**src/rtl/lpd_pkg.sv**
```systemverilog
// Package for the length-prefix deframer: result type, error codes and constants.
// No dependencies; used by the parser, the top level and the checker.
package lpd_pkg;

  localparam logic [15:0] MIN_LENGTH     = 16'd2;
  localparam logic [15:0] MAX_SIZE_RESET = 16'hFFFF;

  localparam logic [1:0] ERR_NONE  = 2'd0;
  localparam logic [1:0] ERR_SHORT = 2'd1;
  localparam logic [1:0] ERR_LONG  = 2'd2;

  typedef struct packed {
    logic [7:0]  data_out;
    logic        is_header;
    logic        message_end;
    logic [1:0]  frame_error;
    logic        dropped;
    logic [15:0] message_length;
  } result_t;

endpackage

```
**src/rtl/lpd_in_if.sv**
```systemverilog
// Input byte channel of the length-prefix deframer: valid, ready and one raw byte.
// No dependencies.
interface lpd_in_if;
  logic       valid;
  logic       ready;
  logic [7:0] data_in;

  modport source (output valid, output data_in, input ready);
  modport sink (input valid, input data_in, output ready);
endinterface

```
**src/rtl/lpd_out_if.sv**
```systemverilog
// Result channel of the length-prefix deframer: valid, ready and the per-byte result.
// Depends on nothing beyond its own signal list.
interface lpd_out_if;
  logic        valid;
  logic        ready;
  logic [7:0]  data_out;
  logic        is_header;
  logic        message_end;
  logic [1:0]  frame_error;
  logic        dropped;
  logic [15:0] message_length;

  modport source (output valid, output data_out, output is_header, output message_end,
                  output frame_error, output dropped, output message_length, input ready);
  modport sink (input valid, input data_out, input is_header, input message_end,
                input frame_error, input dropped, input message_length, output ready);
endinterface

```
**src/rtl/lpd_parser.sv**
```systemverilog
// Framing state and per-byte result logic of the length-prefix deframer.
// Depends on lpd_pkg for the result type, error codes and minimum length.
module lpd_parser (
  input  logic               clk,
  input  logic               rst,
  input  logic               accept,
  input  logic [7:0]         data_in,
  input  logic [15:0]        max_size,
  output lpd_pkg::result_t   result
);

  logic [7:0]  low_length_byte;
  logic [7:0]  low_length_byte_next;
  logic [15:0] declared_size;
  logic [15:0] declared_size_next;
  logic [15:0] received_count;
  logic [15:0] received_count_next;
  logic        stream_stopped;
  logic        stream_stopped_next;
  logic [15:0] header_length;
  logic [15:0] count_inc;

  assign header_length = {data_in, low_length_byte};
  assign count_inc     = received_count + 16'd1;

  always_comb begin
    low_length_byte_next  = low_length_byte;
    declared_size_next    = declared_size;
    received_count_next   = received_count;
    stream_stopped_next   = stream_stopped;
    result.data_out       = data_in;
    result.is_header      = 1'b0;
    result.message_end    = 1'b0;
    result.frame_error    = lpd_pkg::ERR_NONE;
    result.dropped        = 1'b0;
    result.message_length = 16'd0;
    if (stream_stopped) begin
      result.dropped = 1'b1;
    end else if (received_count == 16'd0) begin
      low_length_byte_next = data_in;
      received_count_next  = 16'd1;
      result.is_header     = 1'b1;
    end else if (received_count == 16'd1) begin
      result.is_header      = 1'b1;
      result.message_length = header_length;
      received_count_next   = 16'd0;
      declared_size_next    = 16'd0;
      if (header_length < lpd_pkg::MIN_LENGTH) begin
        result.frame_error  = lpd_pkg::ERR_SHORT;
        stream_stopped_next = 1'b1;
      end else if (header_length > max_size) begin
        result.frame_error  = lpd_pkg::ERR_LONG;
        stream_stopped_next = 1'b1;
      end else if (header_length == lpd_pkg::MIN_LENGTH) begin
        result.message_end = 1'b1;
      end else begin
        declared_size_next  = header_length;
        received_count_next = 16'd2;
      end
    end else begin
      result.message_length = declared_size;
      received_count_next   = count_inc;
      if (count_inc >= declared_size) begin
        result.message_end  = 1'b1;
        received_count_next = 16'd0;
        declared_size_next  = 16'd0;
      end
    end
  end

  always_ff @(posedge clk) begin
    if (rst) begin
      low_length_byte <= 8'd0;
      declared_size   <= 16'd0;
      received_count  <= 16'd0;
      stream_stopped  <= 1'b0;
    end else if (accept) begin
      low_length_byte <= low_length_byte_next;
      declared_size   <= declared_size_next;
      received_count  <= received_count_next;
      stream_stopped  <= stream_stopped_next;
    end
  end

endmodule

```
**src/rtl/length_prefix_deframer.sv**
```systemverilog
// Top level of the length-prefix deframer: channels, maximum-size register, result register.
// Depends on lpd_pkg, lpd_in_if, lpd_out_if and lpd_parser.
//
// The block takes a byte stream on rx and splits it into messages, each led by a
// 2-byte little-endian length that counts the header bytes too. Every byte accepted
// on rx gives exactly one transaction on tx, carrying the byte, header and end marks,
// the declared length and an error or drop status.
// The maximum message size is written through cfg_write and cfg_data; the user must write
// it only while idle, as the block does not enforce this. tx valid follows an rx transaction
// in the next cycle; the single result register allows one byte per cycle unless tx stalls.
// When tx stalls, the held result stays on tx and rx takes no further byte until
// the result is taken; a taken result frees rx in the same cycle.
// Reset clears the framing state, sets the maximum size to 65535 and empties the
// result register. A length error stops the stream, and every later byte is passed
// with the dropped mark until the next reset.
module length_prefix_deframer (
  input  logic        clk,
  input  logic        rst,
  lpd_in_if.sink      rx,
  lpd_out_if.source   tx,
  input  logic        cfg_write,
  input  logic [15:0] cfg_data
);

  logic [15:0]      max_size;
  logic             accept;
  logic             out_valid;
  lpd_pkg::result_t result;
  lpd_pkg::result_t out_result;

  assign rx.ready = !out_valid || tx.ready;
  assign accept   = rx.valid && rx.ready;

  always_ff @(posedge clk) begin
    if (rst) begin
      max_size <= lpd_pkg::MAX_SIZE_RESET;
    end else if (cfg_write) begin
      max_size <= cfg_data;
    end
  end

  lpd_parser u_parser (
    .clk      (clk),
    .rst      (rst),
    .accept   (accept),
    .data_in  (rx.data_in),
    .max_size (max_size),
    .result   (result)
  );

  always_ff @(posedge clk) begin
    if (rst) begin
      out_valid <= 1'b0;
    end else if (accept) begin
      out_valid <= 1'b1;
    end else if (tx.ready) begin
      out_valid <= 1'b0;
    end
  end

  always_ff @(posedge clk) begin
    if (accept) begin
      out_result <= result;
    end
  end

  assign tx.valid          = out_valid;
  assign tx.data_out       = out_result.data_out;
  assign tx.is_header      = out_result.is_header;
  assign tx.message_end    = out_result.message_end;
  assign tx.frame_error    = out_result.frame_error;
  assign tx.dropped        = out_result.dropped;
  assign tx.message_length = out_result.message_length;

endmodule

```
**src/flat_wrapper.sv**
```systemverilog
// flat-port wrapper written by rule: the top's interface ports become plain ports
module length_prefix_deframer_flat 
  (clk, rst, cfg_write, cfg_data, rx_valid, rx_data_in, rx_ready, tx_valid, tx_data_out, tx_is_header, tx_message_end, tx_frame_error, tx_dropped, tx_message_length, tx_ready);
  lpd_in_if rx_i ();
  lpd_out_if tx_i ();
  input  logic clk;
  input  logic rst;
  input  logic cfg_write;
  input  logic [15:0] cfg_data;
  input wire logic [$bits(rx_i.valid)-1:0] rx_valid;
  input wire logic [$bits(rx_i.data_in)-1:0] rx_data_in;
  output wire logic [$bits(rx_i.ready)-1:0] rx_ready;
  output wire logic [$bits(tx_i.valid)-1:0] tx_valid;
  output wire logic [$bits(tx_i.data_out)-1:0] tx_data_out;
  output wire logic [$bits(tx_i.is_header)-1:0] tx_is_header;
  output wire logic [$bits(tx_i.message_end)-1:0] tx_message_end;
  output wire logic [$bits(tx_i.frame_error)-1:0] tx_frame_error;
  output wire logic [$bits(tx_i.dropped)-1:0] tx_dropped;
  output wire logic [$bits(tx_i.message_length)-1:0] tx_message_length;
  input wire logic [$bits(tx_i.ready)-1:0] tx_ready;
  assign rx_i.valid = rx_valid;
  assign rx_i.data_in = rx_data_in;
  assign rx_ready = rx_i.ready;
  assign tx_valid = tx_i.valid;
  assign tx_data_out = tx_i.data_out;
  assign tx_is_header = tx_i.is_header;
  assign tx_message_end = tx_i.message_end;
  assign tx_frame_error = tx_i.frame_error;
  assign tx_dropped = tx_i.dropped;
  assign tx_message_length = tx_i.message_length;
  assign tx_i.ready = tx_ready;
  length_prefix_deframer u_core (.clk(clk), .rst(rst), .rx(rx_i), .tx(tx_i), .cfg_write(cfg_write), .cfg_data(cfg_data));
endmodule
```
**config.mk**
```make
export PLATFORM = sky130hd
export DESIGN_NAME = length_prefix_deframer_flat
export DESIGN_NICKNAME = d
export VERILOG_FILES = /design/src/rtl/lpd_pkg.sv /design/src/rtl/lpd_in_if.sv /design/src/rtl/lpd_out_if.sv /design/src/rtl/lpd_parser.sv /design/src/rtl/length_prefix_deframer.sv /design/src/flat_wrapper.sv
export SDC_FILE = /design/constraint.sdc
export NUM_CORES = 1
export LEC_CHECK = 0
export ABC_AREA = 0
export BUFFER_PORTS_ARGS = -buffer_cell sky130_fd_sc_hd__clkbuf_2
export CAP_MARGIN = 25
export CORE_ASPECT_RATIO = 1.75
export CORE_MARGIN = 5
export CORE_UTILIZATION = 30
export CTS_BUF_LIST = sky130_fd_sc_hd__clkbuf_4 sky130_fd_sc_hd__clkbuf_8
export DETAILED_ROUTE_END_ITERATION = 12
export GPL_ROUTABILITY_DRIVEN = 0
export MAX_ROUTING_LAYER = met4
export PLACE_DENSITY = 0.53
export SKIP_CTS_REPAIR_TIMING = 1
export SYNTH_ARGS = -nofsm -noshare
export SYNTH_HDL_FRONTEND = slang
export SYNTH_SLANG_ARGS = --single-unit
```
**constraint.sdc**
```tcl
create_clock -name clk -period 3.34 [get_ports clk]
set_input_delay 0.334 -clock clk [delete_from_list [all_inputs] [get_ports clk]]
set_output_delay 0.334 -clock clk [all_outputs]
set_load 0.01 [all_outputs]
```
==> impl_metrics.yaml, run 1 <==
run_status:
  run_status: "finished clean"
yosys:
  ys_seq_elements: 87
  post_synth_top_area_share_pct: 27.1
  dominantRegCellSynth: "sky130_fd_sc_hd__dfxtp_1"
  synth_largest_area_cell: "sky130_fd_sc_hd__dfxtp_1"
  syn-mean-instance-area_sq_um: 9.86
  netlist_top_cells_area: "sky130_fd_sc_hd__dfxtp_1 27%, sky130_fd_sc_hd__edfxtp_1 20%, sky130_fd_sc_hd__ha_1 10%"
  synth_nets: 498
  yosys_warnings: 0
  synth.distinct_cells: 47
  netlist_area_sq_um: 4280
  synth_async_sr_flop_share_pct: 0
  yosysSeqAreaShare_pct: 47.5
  synth_edf_count: 29
  syn_inst: 434
clock_network:
  cts_buffer_depth: 2
  clkLatencyLatePin_ns: 0.38
  clock_pin_slew_worst_setup_and_hold_paths_ns: 0.10
  clock_tree_from_tritoncts: "yes"
  clock_tree.htree_level_count: 3
  numClockSinks: 87
  cts_inserted_buffers: 9
  root_cell_of_the_clock_tree: "sky130_fd_sc_hd__clkbuf_8"
timing:
  hold_viol_final: 0
  period_share_pct: 94.2
  worst_clock_skew_ns: 0.0139
  max_freq_mhz: 318
  count_of_final_max_slew_check_failures: 0
  hold_slack_ns: 0.166
  setup-tns-final_ns: 0
  remaining_max_slew_budget_at_the_tightest_pin_pct: 28.1
  timing.final.setup_violations: 0
  worst_pin_slew_ns: 1.07
  period_needed_ns: 3.15
critical_path:
  endpoint_kind: "register"
  crit_path_max_fanout: 5
  critPathLaunchType: "register"
  crit_required_ns: 3.60
  criticalPathCategory: "reg2reg"
  worst-endpoint-arrival_ns: 3.40
global_route:
  grt_antenna_before_repair: 0
  via_count_of_the_first_global_routing_pass: 3573
  grt_start_max_net_pins: 32
  overflow: 0
  global_route_usage_over_all_layers_pct: 14.0
  grt_first_pass_wirelength_um: 17900
min_path:
  timing.hold.worst.class: "in2reg"
cells_and_area:
  ant_diodes: 0
  mostFrequentLayoutCell: "sky130_fd_sc_hd__nand2_1"
  postLayoutCellArea_sq_um: 5270
  drive_above_1_share_pct: 25.0
  layout.filler_cells: 1461
  syn_to_final_growth_pct: 23.2
  layout_common_cells: "68 x sky130_fd_sc_hd__nand2_1, 59 x sky130_fd_sc_hd__clkbuf_2, 55 x sky130_fd_sc_hd__dfxtp_1"
  nets: 586
route:
  routed_wl_um: 11200
  route.detailed.drc: 0
  routed_wire_length_per_instance_um: 15.8
  vias: 3453
  drt_iter0_drc: 135
  viasPerCell: 4.90
  first_pass_iters: 4
  detail-route-antenna-nets: 0
job:
  max_cap_viol_count: 0
floorplanning:
  floorplan.die.height_um: 168
  die_w_um: 100
  floorplan.rows: 57
  floorplan.die_area_sq_um: 16900
  initial_utilization_pct: 30.6
  boundaryPins: 60
  fp.coreArea_sq_um: 14000
placement:
  port_buf_inserts: 59
  dpl.hpwl_um: 8760
  dpl-instance-area_sq_um: 4970
pwr:
  power_per_cell_area_nw_per_um2: 412
  static-leakage-power_nw: 2.30
  ir_drop_worst_vdd_mv: 0.235
  report.power.total_mw: 2.17
-- through the flow --
step | std cells | setup WS [ns] | util [%]
after floorplan | 434 | 0.0520 | -
after global placement | 684 | 0.0572 | 35.5
after detailed placement | 684 | -0.0405 | 35.5
after CTS | 700 | -0.0494 | 36.9
after global routing | 704 | -0.00263 | 37.7
final | 704 | 0.195 | 37.7
-- per-layer routing --
layer | share of wire (%) | global-route usage, % | vias up
li1 | - | - | 1742
met1 | 37 | 13.5 | 1626
met2 | 57 | 26.4 | 64
met3 | 3.3 | 2.53 | 21
met4 | 3.1 | 5.98 | 0
met5 | 0 | - | -
-- registers in the layout (all words and copies together) (netlist names), 2 cells and up --
| name | count |
|---|---|
| u_core.tx.message_length | 16 |
| u_core.tx.data_out | 8 |
| u_core.u_parser.declared_size | 16 |
| u_core.u_parser.received_count | 16 |
| u_core.u_parser.low_length_byte | 8 |
| u_core.tx.frame_error | 2 |
| u_core.max_size | 16 |
-- cells by family after synthesis --
family / Yosys count / synth area share (%)
flops: 87 / 47.5
compound gates: 93 / 15.8
simple gates: 144 / 16.8
xor+xnor: 13 / 2.66
mux: 9 / 2.10
buf+inv: 53 / 4.88
fa+ha+maj: 35 / 10.2
-- cell type report --
class,count,area [sq um],share of cell area [%]
multi-input combinational,294,2110,40.1
tap,177,221,4.20
sequential,87,2040,38.6
timing repair buffer,92,573,10.9
clock inverter,7,63.8,1.21
inverter,38,143,2.70
clock buffer,9,124,2.35
-- synth_stat cells (4+ instances only) --
library cell	n
sky130_fd_sc_hd__mux2i_1	9
sky130_fd_sc_hd__clkbuf_1	12
sky130_fd_sc_hd__xnor2_1	6
sky130_fd_sc_hd__nand3_1	10
sky130_fd_sc_hd__inv_1	37
sky130_fd_sc_hd__nand2_1	68
sky130_fd_sc_hd__nor2_1	21
sky130_fd_sc_hd__a22o_1	27
sky130_fd_sc_hd__dfxtp_1	58
sky130_fd_sc_hd__ha_1	35
sky130_fd_sc_hd__edfxtp_1	29
sky130_fd_sc_hd__o21ai_0	5
sky130_fd_sc_hd__nor4_1	9
sky130_fd_sc_hd__nand4_1	10
sky130_fd_sc_hd__and2_1	4
sky130_fd_sc_hd__o211ai_1	16
sky130_fd_sc_hd__xor2_1	7
sky130_fd_sc_hd__nor3_1	5
sky130_fd_sc_hd__a21oi_1	30
-- final timing paths --
| check | from | endpoint | slack (ns) | cells past startpoint |
|---|---|---|---|---|
| setup / recovery | u_core.u_parser.received_count[0] | u_core.u_parser.received_count[14] | 0.19 | 14 |
| hold / removal | cfg_data[14] | u_core.max_size[14] | 0.17 | 3 |
| setup reg to reg | u_core.u_parser.received_count[0] | u_core.u_parser.received_count[14] | 0.19 | 14 |
| hold reg to reg | u_core.max_size[6] | u_core.max_size[6] | 0.49 | 2 |
-- worst max-delay path: stages (launching register included) --
cell and delay (ns):
sky130_fd_sc_hd__dfxtp_2 0.38, sky130_fd_sc_hd__ha_4 0.14, sky130_fd_sc_hd__nand2_1 0.08, sky130_fd_sc_hd__nor2_4 0.17, sky130_fd_sc_hd__nand4_1 0.19, sky130_fd_sc_hd__xnor2_2 0.20
sky130_fd_sc_hd__ha_1 0.31, sky130_fd_sc_hd__nand4_1 0.15, sky130_fd_sc_hd__nor3_2 0.15, sky130_fd_sc_hd__or4b_4 0.47, sky130_fd_sc_hd__nand4_1 0.23, sky130_fd_sc_hd__buf_4 0.16
sky130_fd_sc_hd__buf_4 0.11, sky130_fd_sc_hd__nor3_1 0.05, sky130_fd_sc_hd__a221o_1 0.28
-- power breakdown --
part | internal (mW) | switching (mW)
clock network | 0.287 | 0.428
registers | 1.14 | 0.0234
logic | 0.117 | 0.180
total | 1.54 | 0.631
(Power assumes the default switching activity.)
==> inputs of run 2 (changes only) <==
--- a/config.mk
+++ b/config.mk
@@ -19,4 +19,5 @@
 export SKIP_CTS_REPAIR_TIMING = 1
 export SYNTH_ARGS = -nofsm -noshare
 export SYNTH_HDL_FRONTEND = slang
+export SYNTH_HIERARCHICAL = 1
 export SYNTH_SLANG_ARGS = --single-unit
==> impl_metrics.yaml, run 2 <==
yosys:
  post_synth_top_area_share_pct: 25.0
  synth_async_sr_flop_share_pct: 0
  synth_edf_count: 29
  synth_nets: 552
  ys_seq_elements: 87
  syn_inst: 488
  synthTopCellsByCount: "64 x sky130_fd_sc_hd__nand2_1, 58 x sky130_fd_sc_hd__dfxtp_1, 38 x sky130_fd_sc_hd__a21oi_1"
  yosysSeqAreaShare_pct: 43.8
  netlist_top_cells_area: "sky130_fd_sc_hd__dfxtp_1 25%, sky130_fd_sc_hd__edfxtp_1 19%, sky130_fd_sc_hd__ha_1 9.4%"
  synth.distinct_cells: 53
  synth_largest_area_cell: "sky130_fd_sc_hd__dfxtp_1"
  syn-mean-instance-area_sq_um: 9.51
  yosys_warnings: 6
  netlist_area_sq_um: 4640
  dominantRegCellSynth: "sky130_fd_sc_hd__dfxtp_1"
  synth_most_common_cell: "sky130_fd_sc_hd__nand2_1"
floorplanning:
  fp.coreArea_sq_um: 15300
  boundaryPins: 60
  floorplan.die.height_um: 175
  die_w_um: 104
  floorplan.rows: 60
  initial_utilization_pct: 30.3
  floorplan.die_area_sq_um: 18100
critical_path:
  cp_buf_inv_count: 1
  endpoint_kind: "register"
  r2r_cells: 12
  worst-endpoint-arrival_ns: 3.50
  criticalPathCategory: "reg2reg"
  cp_slowest_cell: "sky130_fd_sc_hd__dfxtp_2"
  timing.critical_path.mode_cell: "sky130_fd_sc_hd__a211oi_1"
  critPathLaunchType: "register"
  crit_path_max_fanout: 10
  regToRegSetupSlack_ns: 0.16
  critical_path.top_delay_family: "simple AND/OR/NAND/NOR gates"
  crit_required_ns: 3.66
  timing.critical_path.slowest_cell_delay_ns: 0.40
  reg2reg_from: "u_core/u_parser/received_count[2]"
  crit_chain: "and4_1 -> and4_2 -> nand4_1 -> xnor2_1 -> ha_1 -> a211oi_1 -> nor2_1 -> a2111oi_4 -> nand2_2 -> buf_4 -> a211oi_1 -> a31o_2"
  end_of_the_worst_register_to_register_path: "u_core/u_parser/declared_size[11]"
clock_network:
  clkLatencyLatePin_ns: 0.36
  clock_tree.htree_level_count: 3
  root_cell_of_the_clock_tree: "sky130_fd_sc_hd__clkbuf_8"
  clock_tree_from_tritoncts: "yes"
  cts_buffer_depth: 2
  clock_pin_slew_worst_setup_and_hold_paths_ns: 0.10
  cts_inserted_buffers: 9
  numClockSinks: 87
route:
  drt_iter0_drc: 191
  route.detailed.drc: 0
  routed_wire_length_per_instance_um: 17.3
  first_pass_iters: 4
  vias: 3804
  detail-route-antenna-nets: 0
  routed_wl_um: 12700
  viasPerCell: 5.18
cells_and_area:
  layout_common_cells: "64 x sky130_fd_sc_hd__nand2_1, 59 x sky130_fd_sc_hd__clkbuf_2, 55 x sky130_fd_sc_hd__dfxtp_1"
  postLayoutCellArea_sq_um: 5340
  mostFrequentLayoutCell: "sky130_fd_sc_hd__nand2_1"
  syn_to_final_growth_pct: 15.0
  drive_above_1_share_pct: 20.9
  nets: 608
  ant_diodes: 0
  utilization_pct: 34.8
global_route:
  grt_first_pass_wirelength_um: 20300
  via_count_of_the_first_global_routing_pass: 3939
  global_route_usage_over_all_layers_pct: 14.5
  overflow: 0
  grt_start_max_net_pins: 34
  grt_antenna_before_repair: 0
run_status:
  run_status: "finished clean"
pwr:
  power_per_cell_area_nw_per_um2: 428
  report.power.total_mw: 2.28
  ir_drop_worst_vdd_mv: 0.278
  static-leakage-power_nw: 2.19
timing:
  final_critical_path_setup_slack_ns: 0.161
  hold_viol_final: 0
  count_of_final_max_slew_check_failures: 0
  setup-tns-final_ns: 0
  remaining_max_slew_budget_at_the_tightest_pin_pct: 59.2
  worst_clock_skew_ns: 0.0126
  period_share_pct: 95.2
  period_needed_ns: 3.18
  timing.final.setup_violations: 0
  max_freq_mhz: 315
  worst_pin_slew_ns: 0.607
job:
  max_cap_viol_count: 0
placement:
  port_buf_inserts: 59
  post-place-ws_ns: 0.0124
  dpl.hpwl_um: 9940
  dpl-instance-area_sq_um: 5100
min_path:
  whs_endpoint: "u_core/max_size[13]"
  worst_hold_startpoint: "cfg_data[13]"
  timing.hold.worst.class: "in2reg"
  hold-path-cell-count: 2
run 2: report_power, final:
| part | internal [mW] | switching, mW | total [mW] |
|---|---|---|---|
| clock network | 0.355 | 0.413 | 0.768 |
| logic | 0.131 | 0.217 | 0.347 |
| registers | 1.14 | 0.0279 | 1.17 |
| total | 1.63 | 0.658 | 2.28 |
run 2: final cells by class:
type                            count  area [sq um]
Fill cell                        1662          9980
Sequential cell                    87          2040
Timing Repair Buffer               78           438
Clock buffer                        9           124
Tap cell                          186           233
Inverter                           36           135
Clock inverter                      7          78.8
Multi-Input combinational cell    332          2290
run 2: per-stage QoR:
step / std cells / hold slack, ns
global route: 735 / 0.153
floorplan: 488 / 0.452
global placement: 717 / 0.503
finish: 735 / 0.171
CTS: 734 / 0.150
detailed placement: 718 / 0.502
run 2: logic make-up after synthesis:
family | after synthesis | synth area share (%)
simple gates | 167 | 18.9
compound gates | 116 | 18.0
flops | 87 | 43.8
buf+inv | 69 | 7.20
fa+ha+maj | 35 | 9.44
xor+xnor | 14 | 2.64
run 2: how the worst max path moves through the flow:
stage,startpoint,endpoint,slack (ns),cells past startpoint
after detailed placement,u_core/u_parser/received_count[0],u_core/u_parser/received_count[12],0.01,14
after floorplan,u_core/u_parser/received_count[2],u_core/u_parser/declared_size[13],0.45,13
after global placement,u_core/u_parser/received_count[2],u_core/tx.message_end,0.12,11
final,u_core/u_parser/received_count[2],u_core/u_parser/declared_size[11],0.16,12
after global routing,u_core/u_parser/received_count[0],u_core/u_parser/received_count[7],-0.02,14
after CTS,u_core/u_parser/received_count[0],u_core/u_parser/received_count[12],-0.01,14
run 2: layer usage:
layer	GRT usage, %	wire length [um]	vias up
met5	-	0	-
met4	8.81	724	0
met3	2.01	350	33
met2	27.2	7090	85
met1	13.6	4570	1824
li1	-	-	1862
run 2: worst reg2reg max path: stages, from the launching register on:
cell and delay (ns):
sky130_fd_sc_hd__dfxtp_2 0.40, sky130_fd_sc_hd__and4_1 0.23, sky130_fd_sc_hd__and4_2 0.32, sky130_fd_sc_hd__nand4_1 0.18, sky130_fd_sc_hd__xnor2_1 0.18, sky130_fd_sc_hd__ha_1 0.33
sky130_fd_sc_hd__a211oi_1 0.26, sky130_fd_sc_hd__nor2_1 0.12, sky130_fd_sc_hd__a2111oi_4 0.37, sky130_fd_sc_hd__nand2_2 0.16, sky130_fd_sc_hd__buf_4 0.21, sky130_fd_sc_hd__a211oi_1 0.24
sky130_fd_sc_hd__a31o_2 0.14
